File: src/htw_ram.sv
// Generic single-write, single-read RAM with registered read data.
// No dependencies.
module htw_ram #(
    parameter int WIDTH = 8,
    parameter int DEPTH = 32
) (
    input  logic                     clk,
    input  logic                     we,
    input  logic [$clog2(DEPTH)-1:0] waddr,
    input  logic [WIDTH-1:0]         wdata,
    input  logic [$clog2(DEPTH)-1:0] raddr,
    output logic [WIDTH-1:0]         rdata
);

    logic [WIDTH-1:0] mem [DEPTH];
    logic [WIDTH-1:0] rdata_reg;

    always_ff @(posedge clk)
    begin
        if (we)
        begin
            mem[waddr] <= wdata;
        end
        rdata_reg <= mem[raddr];
    end

    assign rdata = rdata_reg;

endmodule

File: config.mk
export PLATFORM = sky130hd
export DESIGN_NAME = htw_ram
export DESIGN_NICKNAME = d
export VERILOG_FILES = /design/src/htw_ram.sv
export SDC_FILE = /design/constraint.sdc
export NUM_CORES = 1
export LEC_CHECK = 0
export ABC_AREA = 0
export BUFFER_PORTS_ARGS = -buffer_cell sky130_fd_sc_hd__buf_2
export CORE_UTILIZATION = 65
export DETAILED_ROUTE_END_ITERATION = 8
export GPL_TIMING_DRIVEN = 0
export PLACE_DENSITY = 0.9
export SYNTH_ARGS = -nofsm -noshare
export SYNTH_HDL_FRONTEND = slang
export SYNTH_SLANG_ARGS = --single-unit
export TNS_END_PERCENT = 50
File: constraint.sdc
create_clock -name clk -period 5.65 [get_ports clk]
set_input_delay 0.565 -clock clk [delete_from_list [all_inputs] [get_ports clk]]
set_output_delay 0.565 -clock clk [all_outputs]
set_load 0.005 [all_outputs]
==> summary.md <==
| Metric | Value |
|---|---|
| Drt pass-1 iters | 5 |
| Clock root buffer | clkbuf_16 |
| Vias in the first global route | between 4000 and 5000 |
| Slew margin rel. | 0.3850 |
| Final Max Slew Viols | 0 |
| Fin nets | a little under 500 |
| Die area | ~16000 sq um |
| Total power per unit cell area | roughly 370 nW/um^2 |
| Clock Path Buffers | 3 |
| Final setup TNS | 0 ps |
| Mapped cell area | 10050 sq um |
| Filler Cells Inserted | a little over 700 |
| DR WL/cell | ~33 um |
| RSZ-0062 raised after global routing | false |
| Net Sw Frac | 0.2020 |
| Clock slew at reported path FFs | approximately 70 ps |
| Width of the die | roughly 130 um |
| Clock power frac | 0.427 |
| Hold WC Path Type | in2reg |
| Pin count of the biggest net entering global routing | 33 |
| Grt ovf | 0 |
| Crit Path Max Fanout | 10 |
| # port buffers | 22 |
| Post-route antenna net violation count | 0 |
| Max cap viols | 0 |
| Setup violators final | 0 |
| Crit Path Category | in2reg |
| Worst-margin pin slew | ~920 ps |
| Post-route clock period utilization | 0.4448 |
| Number of synthesis warnings | 0 |
| Netlist cell types | 15 |
| Synthesized instance count | approximately 420 |
| Post-DP Area | ~10000 sq um |
| Number of flip-flops in the largest register | ~260 |
| Max Freq | roughly 400 MHz |
| Setup bufs post-CTS | 0 |
| Routed WL | 22400 um |
| Multi-input gate area | ~2100 sq um |
| Initial antenna violation count | 0 |
| DRC viols | 0 |
| Register Area | 7848 sq um |
| Worst Slack Setup Final | about 3100 ps |
| Layout area overhead | 12.15% |
| Fin crit period | ~2500 ps |
| First-pass GRT wire length | about 33000 um |
| TritonCTS Buffers | 26 |
| Routed vias | ~4800 |
| Finished Cell Area | approximately 11000 sq um |
| Max IR drop VDD | 0.4546 mV |
| Iteration-0 DRC Markers | roughly 750 |
| Combinational power share | 0.050 |
| Worst setup EP type | flip-flop |
| CTS Sinks | 264 |
| Crit path launch type | input pin |
| Mapped Nets | ~440 |
| Die H | ~130 um |
| H-tree Lvls | 1 |
| Cells resized by post-CTS repair | 0 |
| Core area | 15150 sq um |
| Result of the run | finished clean |
| Initial Util | 0.6638 |
| GPL Wtd Cong | 0.8025 |
| DPL Wire Length | approximately 13000 um |
| Worst slack, placed | around 2600 ps |
| Hold Buf Count CTS | 0 |
| LEAKAGE | 3.536 nW |
| Worst EP required | around 6000 ps |
| Worst Path Arrival | approximately 2900 ps |
| Commonest non-fill, non-tap cell in the layout | edfxtp_1 |
| Total track usage | 0.2989 |
| Vias per inst | 7.139 |
| Ant diodes | 0 |
| Pint | about 3.3 mW |
| Sw Pwr | 845.3 uW |
| CTS tree | done |
| Synth Register Bits | around 260 |
| Layout Skew | approximately 9.9 ps |
| Layout cells sized above 1 | 0.3251 |
| Most frequent cells in the layout | 256 x edfxtp_1, 80 x mux4_2, 33 x nor2_1 |
| Seq/Total Area, Yosys | 0.7806 |
| Cell Rows | between 40 and 50 |
| Io pins | 28 |
| Hold Violations, Final | 0 |
| Final Util | 0.7444 |
| Worst-skew pair later-pin latency | roughly 520 ps |
| Part of the power in registers | 0.523 |
| Syn avg cell area | ~24 sq um |
[cells in the mapped netlist]
master / n / area share
dfxtp_1: 8 / 0.016
or3b_2: 3 / 0.0026
mux4_2: 80 / 0.18
nand3b_1: 5 / 0.0037
clkbuf_1: 6 / 0.0022
or3_1: 1 / 0.00062
buf_6: 1 / 0.0011
nand3_1: 2 / 0.0010
mux2_2: 8 / 0.0090
edfxtp_1: 256 / 0.76
buf_4: 6 / 0.0045
buf_1: 6 / 0.0022
nand2_1: 1 / 0.00037
buf_2: 1 / 0.00050
nor2_1: 33 / 0.012
[final timing paths]
path         depth (start not counted)          to  slack (ps)  startpoint
max                                  5    rdata[6]        3140    raddr[2]
min                                  1  mem[28][0]         590    wdata[0]
max reg2reg                          3    rdata[6]        3740  mem[21][6]
min reg2reg                          3    rdata[1]         910  mem[22][1]
[cells by family (layout without fill, tap and decap cells)]
| family | Yosys count | after routing | share of synthesized area |
|---|---|---|---|
| and+or+nand+nor | 45 | 45 | 0.02066 |
| muxes | 88 | 88 | 0.1882 |
| DFF | 264 | 264 | 0.7806 |
| buffers and inverters | 20 | 89 | 0.01058 |
[power groups by stage]
stage / clock (mW) / sequential, mW / combinational, mW
after detailed placement: 0 / 2.23 / 0.201
after global placement: 0 / 2.22 / 0.189
after global routing: 1.86 / 2.19 / 0.218
final: 1.79 / 2.19 / 0.209
after CTS: 1.80 / 2.19 / 0.209
after floorplan: 0 / 2.23 / 0.116
[per-layer routing]
| metal | wire (um) | share of wire | GRT usage | up-vias |
|---|---|---|---|---|
| met5 | 0 | 0 | 0 | - |
| met4 | 832 | 0.037 | 0.1120 | 0 |
| met3 | 2261 | 0.10 | 0.04513 | 53 |
| met2 | 11080 | 0.49 | 0.4790 | 382 |
| met1 | 8224 | 0.37 | 0.4318 | 2498 |
| li1 | - | - | - | 1879 |
[cell type report]
cell class / count / share of cell area
well taps: 188 / 0.02086
clock inverters: 11 / 0.01387
repair buffers: 22 / 0.009766
plain buffers: 20 / 0.009433
clock buffers: 36 / 0.06381
flip-flops and latches: 264 / 0.6960
multi-input cells: 133 / 0.1862
[per-stage QoR]
step                      total power, mW  std cells  hold slack (ps)
after floorplan                     2.341        417            663.9
after global placement              2.413        627            887.1
after CTS                           4.191        674            580.4
final                               4.184        674            589.6
after global routing                4.266        674            602.5
after detailed placement            2.428        627            893.7
[worst max-delay path, cell delays in order]
cell and delay [ps]:
clkbuf_1 450, buf_1 610, mux4_2 460, mux4_2 520, mux2_2 300
Note: power is estimated with default switching activity, not from simulation.
